[src/design/ezlr_pkg.sv]
// shared types, codes and zone mapping functions for the eight-zone line rasterizer
package ezlr_pkg;

  localparam int COORD_BITS = 12;
  localparam int WIDE_BITS  = COORD_BITS + 1;
  localparam int STEP_BITS  = COORD_BITS + 2;
  localparam int DEC_BITS   = COORD_BITS + 4;

  typedef logic signed [COORD_BITS-1:0] coord_t;
  typedef logic signed [WIDE_BITS-1:0]  wide_t;
  typedef logic signed [STEP_BITS-1:0]  step_t;
  typedef logic signed [DEC_BITS-1:0]   dec_t;

  typedef enum logic [2:0] {
    ZONE_0 = 3'd0,
    ZONE_1 = 3'd1,
    ZONE_2 = 3'd2,
    ZONE_3 = 3'd3,
    ZONE_4 = 3'd4,
    ZONE_5 = 3'd5,
    ZONE_6 = 3'd6,
    ZONE_7 = 3'd7
  } zone_t;

  typedef enum logic {
    CMD_TICK  = 1'b0,
    CMD_START = 1'b1
  } cmd_t;

  typedef struct packed {
    wide_t a;
    wide_t b;
  } pair_t;

  typedef struct packed {
    zone_t  zone;
    wide_t  a0;
    wide_t  b0;
    wide_t  a1;
    dec_t   dec;
    step_t  step_e;
    step_t  step_ne;
    coord_t pix_x;
    coord_t pix_y;
    logic   last;
  } setup_t;

  typedef struct packed {
    logic   pixel_valid;
    coord_t pixel_x;
    coord_t pixel_y;
    zone_t  zone;
    logic   last_pixel;
  } pix_t;

  function automatic pair_t to_zone0(zone_t z, wide_t x, wide_t y);
    pair_t p;
    case (z)
      ZONE_0: begin p.a = x;  p.b = y;  end
      ZONE_1: begin p.a = y;  p.b = x;  end
      ZONE_2: begin p.a = y;  p.b = -x; end
      ZONE_3: begin p.a = -x; p.b = y;  end
      ZONE_4: begin p.a = -x; p.b = -y; end
      ZONE_5: begin p.a = -y; p.b = -x; end
      ZONE_6: begin p.a = -y; p.b = x;  end
      default: begin p.a = x; p.b = -y; end
    endcase
    return p;
  endfunction

  function automatic pair_t from_zone0(zone_t z, wide_t a, wide_t b);
    pair_t p;
    case (z)
      ZONE_0: begin p.a = a;  p.b = b;  end
      ZONE_1: begin p.a = b;  p.b = a;  end
      ZONE_2: begin p.a = -b; p.b = a;  end
      ZONE_3: begin p.a = -a; p.b = b;  end
      ZONE_4: begin p.a = -a; p.b = -b; end
      ZONE_5: begin p.a = -b; p.b = -a; end
      ZONE_6: begin p.a = b;  p.b = -a; end
      default: begin p.a = a; p.b = -b; end
    endcase
    return p;
  endfunction

endpackage

[src/design/ezlr_setup.sv]
// line setup: zone classification, mirroring into zone 0 and midpoint terms
module ezlr_setup (
  input  ezlr_pkg::coord_t x_start,
  input  ezlr_pkg::coord_t y_start,
  input  ezlr_pkg::coord_t x_end,
  input  ezlr_pkg::coord_t y_end,
  output ezlr_pkg::setup_t setup
);
  import ezlr_pkg::*;

  wide_t x0, y0, x1, y1;
  wide_t dx, dy;
  step_t ndx, ndy;
  zone_t zone;
  pair_t p0, p1;
  step_t dxp, dyp;

  always_comb begin
    x0 = wide_t'(x_start);
    y0 = wide_t'(y_start);
    x1 = wide_t'(x_end);
    y1 = wide_t'(y_end);
    dx = x1 - x0;
    dy = y1 - y0;
    ndx = -step_t'(dx);
    ndy = -step_t'(dy);

    if (!dx[WIDE_BITS-1] && !dy[WIDE_BITS-1]) begin
      zone = (dx >= dy) ? ZONE_0 : ZONE_1;
    end else if (dx[WIDE_BITS-1] && !dy[WIDE_BITS-1]) begin
      zone = (ndx >= step_t'(dy)) ? ZONE_3 : ZONE_2;
    end else if (dx[WIDE_BITS-1] && dy[WIDE_BITS-1]) begin
      zone = (ndx >= ndy) ? ZONE_4 : ZONE_5;
    end else begin
      zone = (step_t'(dx) >= ndy) ? ZONE_7 : ZONE_6;
    end

    p0 = to_zone0(zone, x0, y0);
    p1 = to_zone0(zone, x1, y1);
    dxp = step_t'($signed(p1.a)) - step_t'($signed(p0.a));
    dyp = step_t'($signed(p1.b)) - step_t'($signed(p0.b));

    setup.zone    = zone;
    setup.a0      = p0.a;
    setup.b0      = p0.b;
    setup.a1      = p1.a;
    setup.dec     = (dec_t'(dyp) <<< 1) - dec_t'(dxp);
    setup.step_e  = dyp <<< 1;
    setup.step_ne = (dyp - dxp) <<< 1;
    setup.pix_x   = x_start;
    setup.pix_y   = y_start;
    setup.last    = ($signed(p0.a) >= $signed(p1.a));
  end

endmodule

[src/design/ezlr_walker.sv]
// midpoint walker: line state, pixel emission and decision update
module ezlr_walker (
  input  logic             clk,
  input  logic             rst_n,
  input  logic             fire,
  input  ezlr_pkg::cmd_t   cmd,
  input  ezlr_pkg::setup_t setup,
  output ezlr_pkg::pix_t   pix
);
  import ezlr_pkg::*;

  logic  busy_r, busy_nxt;
  wide_t cur_major_r, cur_major_nxt;
  wide_t cur_minor_r, cur_minor_nxt;
  wide_t end_major_r, end_major_nxt;
  dec_t  decision_r, decision_nxt;
  step_t step_east_r, step_east_nxt;
  step_t step_ne_r, step_ne_nxt;
  zone_t zone_r, zone_nxt;

  wide_t src_major, src_minor, src_end;
  dec_t  src_dec;
  step_t src_se, src_sne;
  zone_t src_zone;
  logic  active, last;
  pair_t back;

  always_comb begin
    back = from_zone0(zone_r, cur_major_r, cur_minor_r);
    if (cmd == CMD_START) begin
      src_major = setup.a0;
      src_minor = setup.b0;
      src_end   = setup.a1;
      src_dec   = setup.dec;
      src_se    = setup.step_e;
      src_sne   = setup.step_ne;
      src_zone  = setup.zone;
      active    = 1'b1;
      last      = setup.last;
      pix       = '{1'b1, setup.pix_x, setup.pix_y, setup.zone, setup.last};
    end else begin
      src_major = cur_major_r;
      src_minor = cur_minor_r;
      src_end   = end_major_r;
      src_dec   = decision_r;
      src_se    = step_east_r;
      src_sne   = step_ne_r;
      src_zone  = zone_r;
      active    = busy_r;
      last      = (cur_major_r >= end_major_r);
      if (busy_r) begin
        pix = '{1'b1, coord_t'(back.a[COORD_BITS-1:0]), coord_t'(back.b[COORD_BITS-1:0]),
                zone_r, last};
      end else begin
        pix = '{1'b0, '0, '0, ZONE_0, 1'b0};
      end
    end
  end

  always_comb begin
    busy_nxt      = busy_r;
    cur_major_nxt = cur_major_r;
    cur_minor_nxt = cur_minor_r;
    end_major_nxt = end_major_r;
    decision_nxt  = decision_r;
    step_east_nxt = step_east_r;
    step_ne_nxt   = step_ne_r;
    zone_nxt      = zone_r;
    if (fire && active) begin
      busy_nxt      = !last;
      cur_major_nxt = src_major + wide_t'(1);
      end_major_nxt = src_end;
      step_east_nxt = src_se;
      step_ne_nxt   = src_sne;
      zone_nxt      = src_zone;
      if (src_dec[DEC_BITS-1]) begin
        cur_minor_nxt = src_minor;
        decision_nxt  = src_dec + dec_t'(src_se);
      end else begin
        cur_minor_nxt = src_minor + wide_t'(1);
        decision_nxt  = src_dec + dec_t'(src_sne);
      end
    end
  end

  always_ff @(posedge clk) begin
    if (!rst_n) begin
      busy_r <= 1'b0;
    end else begin
      busy_r <= busy_nxt;
    end
  end

  always_ff @(posedge clk) begin
    cur_major_r <= cur_major_nxt;
    cur_minor_r <= cur_minor_nxt;
    end_major_r <= end_major_nxt;
    decision_r  <= decision_nxt;
    step_east_r <= step_east_nxt;
    step_ne_r   <= step_ne_nxt;
    zone_r      <= zone_nxt;
  end

endmodule

[src/design/eight_zone_line_rasterizer.sv]
// top level of the eight-zone midpoint line rasterizer
//
//   channel | handshake            | word
//   in      | in_valid / in_stall  | cmd, x_start, y_start, x_end, y_end
//   out     | out_valid / out_stall| pixel_valid, pixel_x, pixel_y, zone_out, last_pixel
//
// one result word per input word, one word per clock when neither side stalls
// each word passes the input register, then setup and walker into the result register
// the walker state loop closes through its own registers, so back-to-back ticks run at full rate
// synchronous active-low reset clears the valid flags and the busy flag
// a stalled result holds while one more input word can wait in the input register
module eight_zone_line_rasterizer (
  input  logic                clk,
  input  logic                rst_n,
  input  logic                in_valid,
  output logic                in_stall,
  input  logic                in_cmd,
  input  ezlr_pkg::coord_t    in_x_start,
  input  ezlr_pkg::coord_t    in_y_start,
  input  ezlr_pkg::coord_t    in_x_end,
  input  ezlr_pkg::coord_t    in_y_end,
  output logic                out_valid,
  input  logic                out_stall,
  output logic                out_pixel_valid,
  output ezlr_pkg::coord_t    out_pixel_x,
  output ezlr_pkg::coord_t    out_pixel_y,
  output logic [2:0]          out_zone_out,
  output logic                out_last_pixel
);
  import ezlr_pkg::*;

  logic   s1_valid_r, s1_valid_nxt;
  cmd_t   s1_cmd_r;
  coord_t s1_x0_r, s1_y0_r, s1_x1_r, s1_y1_r;
  logic   out_valid_r, out_valid_nxt;
  pix_t   out_pix_r;

  logic   in_fire, s1_fire, out_load;
  setup_t setup;
  pix_t   pix;

  assign out_load     = !out_valid_r || !out_stall;
  assign s1_fire      = s1_valid_r && out_load;
  assign in_stall     = s1_valid_r && !s1_fire;
  assign in_fire      = in_valid && !in_stall;
  assign s1_valid_nxt = in_fire || (s1_valid_r && !s1_fire);
  assign out_valid_nxt = out_load ? s1_fire : out_valid_r;

  ezlr_setup u_setup (
    .x_start (s1_x0_r),
    .y_start (s1_y0_r),
    .x_end   (s1_x1_r),
    .y_end   (s1_y1_r),
    .setup   (setup)
  );

  ezlr_walker u_walker (
    .clk   (clk),
    .rst_n (rst_n),
    .fire  (s1_fire),
    .cmd   (s1_cmd_r),
    .setup (setup),
    .pix   (pix)
  );

  always_ff @(posedge clk) begin
    if (!rst_n) begin
      s1_valid_r  <= 1'b0;
      out_valid_r <= 1'b0;
    end else begin
      s1_valid_r  <= s1_valid_nxt;
      out_valid_r <= out_valid_nxt;
    end
  end

  always_ff @(posedge clk) begin
    if (in_fire) begin
      s1_cmd_r <= cmd_t'(in_cmd);
      s1_x0_r  <= in_x_start;
      s1_y0_r  <= in_y_start;
      s1_x1_r  <= in_x_end;
      s1_y1_r  <= in_y_end;
    end
    if (s1_fire) begin
      out_pix_r <= pix;
    end
  end

  assign out_valid       = out_valid_r;
  assign out_pixel_valid = out_pix_r.pixel_valid;
  assign out_pixel_x     = out_pix_r.pixel_x;
  assign out_pixel_y     = out_pix_r.pixel_y;
  assign out_zone_out    = out_pix_r.zone;
  assign out_last_pixel  = out_pix_r.last_pixel;

`ifndef SYNTH
  a_start_gives_pixel: assert property (@(posedge clk) disable iff (!rst_n)
    (s1_fire && s1_cmd_r == CMD_START) |=> (out_valid && out_pixel_valid))
    else $error("start word did not produce a pixel");

  a_idle_word_zero: assert property (@(posedge clk) disable iff (!rst_n)
    (out_valid && !out_pixel_valid) |->
      (out_pixel_x == '0 && out_pixel_y == '0 && out_zone_out == '0 && !out_last_pixel))
    else $error("idle tick word carries nonzero fields");

  a_last_needs_pixel: assert property (@(posedge clk) disable iff (!rst_n)
    out_last_pixel && out_valid |-> out_pixel_valid)
    else $error("last flag on an invalid pixel");

  a_pending_word_kept: assert property (@(posedge clk) disable iff (!rst_n)
    (s1_valid_r && !s1_fire) |=> (s1_valid_r && $stable(s1_cmd_r)))
    else $error("waiting input word lost");
`endif

endmodule
[config.mk]
export PLATFORM = sky130hd
export DESIGN_NAME = eight_zone_line_rasterizer
export DESIGN_NICKNAME = d
export VERILOG_FILES = /design/src/design/ezlr_pkg.sv /design/src/design/ezlr_setup.sv /design/src/design/ezlr_walker.sv /design/src/design/eight_zone_line_rasterizer.sv
export SDC_FILE = /design/constraint.sdc
export NUM_CORES = 1
export LEC_CHECK = 0
export BUFFER_PORTS_ARGS = -buffer_cell sky130_fd_sc_hd__buf_2
export CAP_MARGIN = 20
export CELL_PAD_IN_SITES_DETAIL_PLACEMENT = 1
export CELL_PAD_IN_SITES_GLOBAL_PLACEMENT = 2
export CORE_ASPECT_RATIO = 1.2
export CORE_MARGIN = 10
export CORE_UTILIZATION = 36
export DETAILED_ROUTE_END_ITERATION = 10
export PLACE_DENSITY = 0.86
export SKIP_CTS_REPAIR_TIMING = 1
export SYNTH_ARGS = -nofsm -noshare
export SYNTH_HDL_FRONTEND = slang
export SYNTH_SLANG_ARGS = --single-unit
[constraint.sdc]
create_clock -name clk -period 11.9 [get_ports clk]
set_input_delay 0.595 -clock clk [delete_from_list [all_inputs] [get_ports clk]]
set_output_delay 0.595 -clock clk [all_outputs]
set_load 0.01 [all_outputs]
; Word level (Yosys, flattened, before mapping)
; Index checks and enable logic that the tools add are counted.
[op_classes]
addsub = 18
muxes = 21
n_reduce_logical = 19
eq_ne = 12
magnitude_cmp = 6
[ops]
columns = cell, n
row1 = one-hot mux 26 bit (7 select lines), 2
row2 = one-hot mux 25 bit (7 select lines), 1
row3 = negator 12 -> 13 bit, 4
row4 = >= comparator 13 bit, 3
row5 = 2-to-1 mux 13 bit, 3
row6 = adder 16 x 14 -> 16 bit, 2
row7 = 2-to-1 mux 16 bit, 2
row8 = 2-to-1 mux 29 bit, 1
row9 = 2-to-1 mux 14 bit, 2
row10 = 2-to-1 mux 28 bit, 1
row11 = negator 13 -> 14 bit, 2
row12 = subtractor 13 x 13 -> 14 bit, 2
row13 = "adder 13 x 2 -> 13 bit, second input constant", 2
row14 = negator 13 bit, 2
row15 = subtractor 12 x 12 -> 13 bit, 2
row16 = "equality test 3 bit, second input constant", 6
row17 = subtractor 15 x 14 -> 16 bit, 1
row18 = >= comparator 13 x 14 -> 1 bit, 1
row19 = >= comparator 14 x 13 -> 1 bit, 1
row20 = >= comparator 14 bit, 1
row21 = subtractor 13 bit, 1
row22 = "equality test 3 x 2 -> 1 bit, second input constant", 4
row23 = 2-to-1 mux 3 bit, 3
row24 = logical AND 1 bit, 7
row25 = other kinds (6), 20
[totals]
output_inout_bits = 31
ff_bits = 167
word_cells = 96

; Longest topological paths before layout
[logic_depth]
ltp_word = 14
depth_mapped = 66
mapped_depth_nobuf = 63

; Cells and area by module
; From an unflattened synthesis, not the netlist that was laid out.
[unflattened]
cells_unflattened = 2044
area_unflattened_um2 = 17971.0
[modules_own_cells]
columns = module, n_inst, cells_per_inst, seq_area_each_um2, area_per_inst_um2
row1 = ezlr_setup, 1, 1258, 0.0, 8629.5
row2 = ezlr_walker, 1, 700, 2572.5, 6915.4
row3 = eight_zone_line_rasterizer, 1, 86, 2382.3, 2426.1

; Worst setup path before layout
; No wires, ideal clock.
[synth_timing]
path_type = flip-flop to flip-flop
startpoint = register s1_x1_r[0]
endpoint = register u_walker.decision_r[15], data pin
period_less_slack_ns = 12.580
path_stages_with_launch = 62
required_ns = 11.637
setup_time_ns = 0.263
slack_ns = -0.680
arrival_ns = 12.317
path_cell_list = edfxtp_1 > inv_1 > ha_1 > inv_1 > fa_1 > a21o_1 > a21oi_2 > xor2_1 > inv_1 > or3b_4 > or4_4 > o21ai_2 > and2_1 > ha_1 > or2_2 > a31oi_1 > a21oi_1 > or4b_2 > (+26 left out) > clkbuf_1 > mux2_2 > ha_1 > a21o_1 > a21oi_1 > o21bai_1 > a21oi_1 > o21bai_1 > a21oi_1 > nor2b_1 > o21a_1 > o21ai_0 > nand2b_1 > a21oi_1 > o21bai_1 > a21oi_1 > o21ai_0 > xor2_1
[synth_via]
elab_chain_cells = 14
word_cells_on_any_way = 37
classes_between = add/sub (9) / order compare (4) / eq/ne (6) / mux (13) / reduce/logical (5)
[synth_lines]
columns = element, line_no
row1 = "start, declared", eight_zone_line_rasterizer.sv:34  ; coord_t s1_x0_r, s1_y0_r, s1_x1_r, s1_y1_r;
row2 = "start signal, assigned", eight_zone_line_rasterizer.sv:81  ; s1_x1_r <= in_x_end;
row3 = subtractor 12 x 12 -> 13 bit, ezlr_setup.sv:23  ; dx = x1 - x0;
row4 = negator 13 -> 14 bit, ezlr_setup.sv:25  ; ndx = -step_t'(dx);
row5 = >= comparator 14 bit, ezlr_setup.sv:33  ; zone = (ndx >= ndy) ? ZONE_4 : ZONE_5;
row6 = 2-to-1 mux 1 bit, ezlr_setup.sv:33
row7 = 2-to-1 mux 3 bit, ezlr_setup.sv:32  ; end else if (dx[WIDE_BITS-1] && dy[WIDE_BITS-1]) begin
row8 = 2-to-1 mux 3 bit, ezlr_setup.sv:30  ; end else if (dx[WIDE_BITS-1] && !dy[WIDE_BITS-1]) begin
row9 = 2-to-1 mux 3 bit, ezlr_setup.sv:28  ; if (!dx[WIDE_BITS-1] && !dy[WIDE_BITS-1]) begin
row10 = "equality test 3 bit, or another cell as far along", ezlr_pkg.sv:58  ; case (z)
row11 = one-hot mux 26 bit (7 select lines), ezlr_pkg.sv:58
row12 = subtractor 13 x 13 -> 14 bit (on tied branches), "ezlr_setup.sv:40, ezlr_setup.sv:41"
row13 = subtractor 15 x 14 -> 16 bit or subtractor 13 bit (tied branches), "ezlr_setup.sv:47, ezlr_setup.sv:49"
row14 = 2-to-1 mux 16 bit or 2-to-1 mux 14 bit (tied branches), ezlr_walker.sv:30  ; if (cmd == CMD_START) begin
row15 = adder 16 x 14 -> 16 bit (on tied branches), "ezlr_walker.sv:81, ezlr_walker.sv:78"
row16 = 2-to-1 mux 16 bit *, ezlr_walker.sv:76  ; if (src_dec[DEC_BITS-1]) begin
row17 = "end signal, assigned", ezlr_walker.sv:98  ; decision_r <= decision_nxt;
row18 = "end, declared", ezlr_walker.sv:16  ; dec_t decision_r, decision_nxt;
; Every way passes the cells marked *; elsewhere a longest branch is shown, timed or not.
; A chain may end at the register's enable or synchronous reset.

; Final worst setup path
[layout_timing]
startpoint = register s1_x1_r[0]
endpoint = register u_walker.decision_r[14], data pin
; Same word-level chain as after synthesis.

==> impl_metrics.csv <==
group,metric,value,unit
status,status,"finished, violations left",
status,failed_checks,"setup timing",
clocking,cts_root_buf,"clkbuf_16",
layout,utilization,47.1,%
clocking,ctsHtreeMaxLevel,4,
layout,final_common_cell,"buf_4",
yosys,syn-num-nets,2111,
setup_path,crit_arrival,12.25,ns
detailed_routing,drtPass1Iterations,6,
die,fp.dieArea,56000,µm²
yosys,synth_warnings,0,
yosys,synth-edff-count,163,
yosys,synth_area_per_cell,8.93,µm²
setup_path,required,12.15,ns
layout,diodes,0,
setup_path,regToRegStartpoint,"s1_x1_r[0]",
die,start_util,36.6,%
hold_path,hold_class,"input port to register",
detailed_routing,wire_per_inst,24.7,µm
placement,gp_congestion,1.01,
sta,finalCritPeriodShare,101,%
sta,fin_ws,-0.0986,ns
sta,final_max_slew_viol_count,0,
hold_path,worstHoldStart,"in_y_end[3]",
detailed_routing,drt-total-wl,71800,µm
die,core-area,46200,µm²
detailed_routing,drt-initial-drc-count,1235,
setup_path,reg2reg_to,"u_walker.decision_r[14]",
sta,slew_headroom,20.6,%
layout,layout_common_cells,"buf_4, edfxtp_1, ha_1, nor2_1, nand2_1",
detailed_routing,remaining_drc_errors,0,
setup_path,timing.critical_path.slowest_cell_delay,0.41,ns
yosys,ys_async_sr_fraction,0,%
die,dieWidth,218,µm
global_route,grt_util_all_layers,24.7,%
yosys,postSynthCellCount,1889,
layout,nNetsFinal,2500,
setup_path,reg2reg_slack,-0.1,ns
setup_path,crit_slowest_cell,"edfxtp_1",
setup_path,path_class,"register to register",
sta,grt_setup_unrepaired,"yes",
setup_path,cp_common_cell,"a21oi_2",
setup_path,cp-end-kind,"register",
job,maxCapViolCount,0,
yosys,synth_area,16900,µm²
sta,period_needed,12.00,ns
yosys,ys_seq_area_share,29.4,%
global_route,overflow,0,
detailed_routing,antenna_left,0,
yosys,synth.distinct_cells,104,
global_route,grt_max_degree,70,
clocking,clock_latency,0.50,ns
die,ios,84,
setup_path,r2r_cells,67,
sta,setup_viol,3,
layout,areaGrowthSynthToFinish,28.9,%
clocking,cts_num_sinks,166,
clocking,ctsLongestPathBuffers,2,
setup_path,worst-path-max-fanout,6,
hold_path,hold_path_end,"s1_y1_r[3]",
die,die_y,257,µm
clocking,numCtsBuffers,17,
sta,fin_hold_ws,0.270,ns
clocking,cts_tree,"yes",
hold_path,holdPathStages,1,
global_route,grt_pass1_wl,106000,µm
clocking,clk_pin_slew,0.08,ns
global_route,antenna_found_initial,0,
sta,fmax,83.3,MHz
yosys,ys_ff_latch,166,
placement,dp_hpwl,57300,µm
detailed_routing,vias,17100,
layout,drive_gt1_share,29.8,%
die,placementRows,86,
detailed_routing,vias_per_cell,5.89,
sta,finalHoldViolCount,0,
sta,skew,0.0166,ns
setup_path,start_kind,"register",
placement,io_buffers,83,
global_route,grt_pass1_vias,17700,
yosys,ys.flop_type,"edfxtp_1",
sta,tightest_slew,1.19,ns
==> worst max path at each step <==
stage / startpoint / end / depth (start not counted)
after global routing: s1_x1_r[0] / u_walker.decision_r[14] / 66
after CTS: s1_x1_r[0] / u_walker.decision_r[15] / 58
after global placement: s1_x1_r[0] / u_walker.decision_r[14] / 63
after detailed placement: s1_x1_r[0] / u_walker.decision_r[15] / 58
final: s1_x1_r[0] / u_walker.decision_r[14] / 67
after floorplan: s1_x1_r[0] / u_walker.decision_r[14] / 63
==> cells by family (layout without fill, tap and decap cells) <==
logic type | count (synthesis) | after routing | share of synthesized area, %
adder cells (fa/ha/maj) | 170 | 170 | 12.9
AND/OR/NAND/NOR | 530 | 530 | 16.1
buffers and inverters | 198 | 600 | 4.50
flip-flops | 166 | 166 | 29.4
multiplexers | 69 | 69 | 4.83
XOR/XNOR | 142 | 142 | 7.50
AO/OA/AOI/OAI | 614 | 614 | 24.8
==> Yosys cell counts (12+ instances only) <==
master | instances | share of area [%]
or3_1 | 26 | 0.96
a21oi_1 | 139 | 4.1
o211ai_1 | 20 | 0.89
clkbuf_1 | 56 | 1.2
o21a_1 | 24 | 1.1
inv_1 | 118 | 2.6
nand2_1 | 119 | 2.6
nor3_1 | 51 | 1.5
o21bai_1 | 24 | 1.1
nand3_1 | 39 | 1.2
nand2b_1 | 24 | 0.89
nor2b_1 | 37 | 1.4
mux2i_1 | 15 | 0.89
edfxtp_1 | 163 | 29
and3_1 | 16 | 0.59
or2_2 | 12 | 0.44
and2_1 | 15 | 0.56
nand4_1 | 26 | 0.96
ha_1 | 162 | 12
o22ai_1 | 28 | 1.0
a21o_1 | 45 | 2.0
xor2_1 | 40 | 2.1
xnor2_1 | 100 | 5.2
a31oi_1 | 22 | 0.82
nor2_1 | 125 | 2.8
o21ai_0 | 128 | 3.8
mux2_2 | 49 | 3.3
a22oi_1 | 28 | 1.2
a211oi_1 | 20 | 0.89
a221oi_1 | 12 | 0.62
==> routing by layer <==
metal | global-route usage [%] | wire (µm) | part of all wire (%) | up-vias
li1 | - | - | - | 7904
met1 | 28.8 | 29000 | 40 | 8543
met2 | 42.3 | 35500 | 49 | 510
met3 | 4.30 | 3490 | 4.9 | 163
met4 | 13.3 | 3860 | 5.4 | 0
met5 | 0 | 0 | 0 | -
==> per-stage QoR <==
| step | cells | worst slack [ns] | setup TNS (ns) | cell area, µm² |
|---|---|---|---|---|
| floorplan | 1889 | 0.0228 | 0 | 17000 |
| global placement | 2837 | -0.294 | -0.605 | 20300 |
| detailed placement | 2837 | -0.699 | -3.01 | 20300 |
| CTS | 2869 | -0.828 | -3.52 | 20900 |
| global route | 2907 | -0.685 | -3.15 | 21700 |
| finish | 2907 | -0.0986 | -0.228 | 21700 |
==> flip-flops by register name (all words and copies together), names as in the netlist, 13 cells and up <==
| name | cells |
|---|---|
| u_walker.step_ne_r | 14 |
| u_walker.decision_r | 16 |
| u_walker.cur_major_r | 13 |
| u_walker.step_east_r | 14 |
| u_walker.end_major_r | 13 |
==> worst max-delay path, delay by kind of cell, from the launching register on <==
family	cells	cell delay, ns
buf+inv	11	1.36
simple gates	14	1.95
fa+ha+maj	6	1.96
compound gates	32	5.28
flops	1	0.41
mux	1	0.33
xor+xnor	3	0.47
==> area by class of cell <==
class                      instances  area [µm²]
clock buffer                      19         433
clock inverter                    13        98.8
fill                            5325       24400
inverter                         124         465
multi-input combinational       1525       11800
sequential                       166        4950
tap                              616         771
timing repair buffer             444        3240
Power is left out: the tool's default activity adds up to more than one toggle a clock period on the data nets, which glitch-free logic cannot reach.
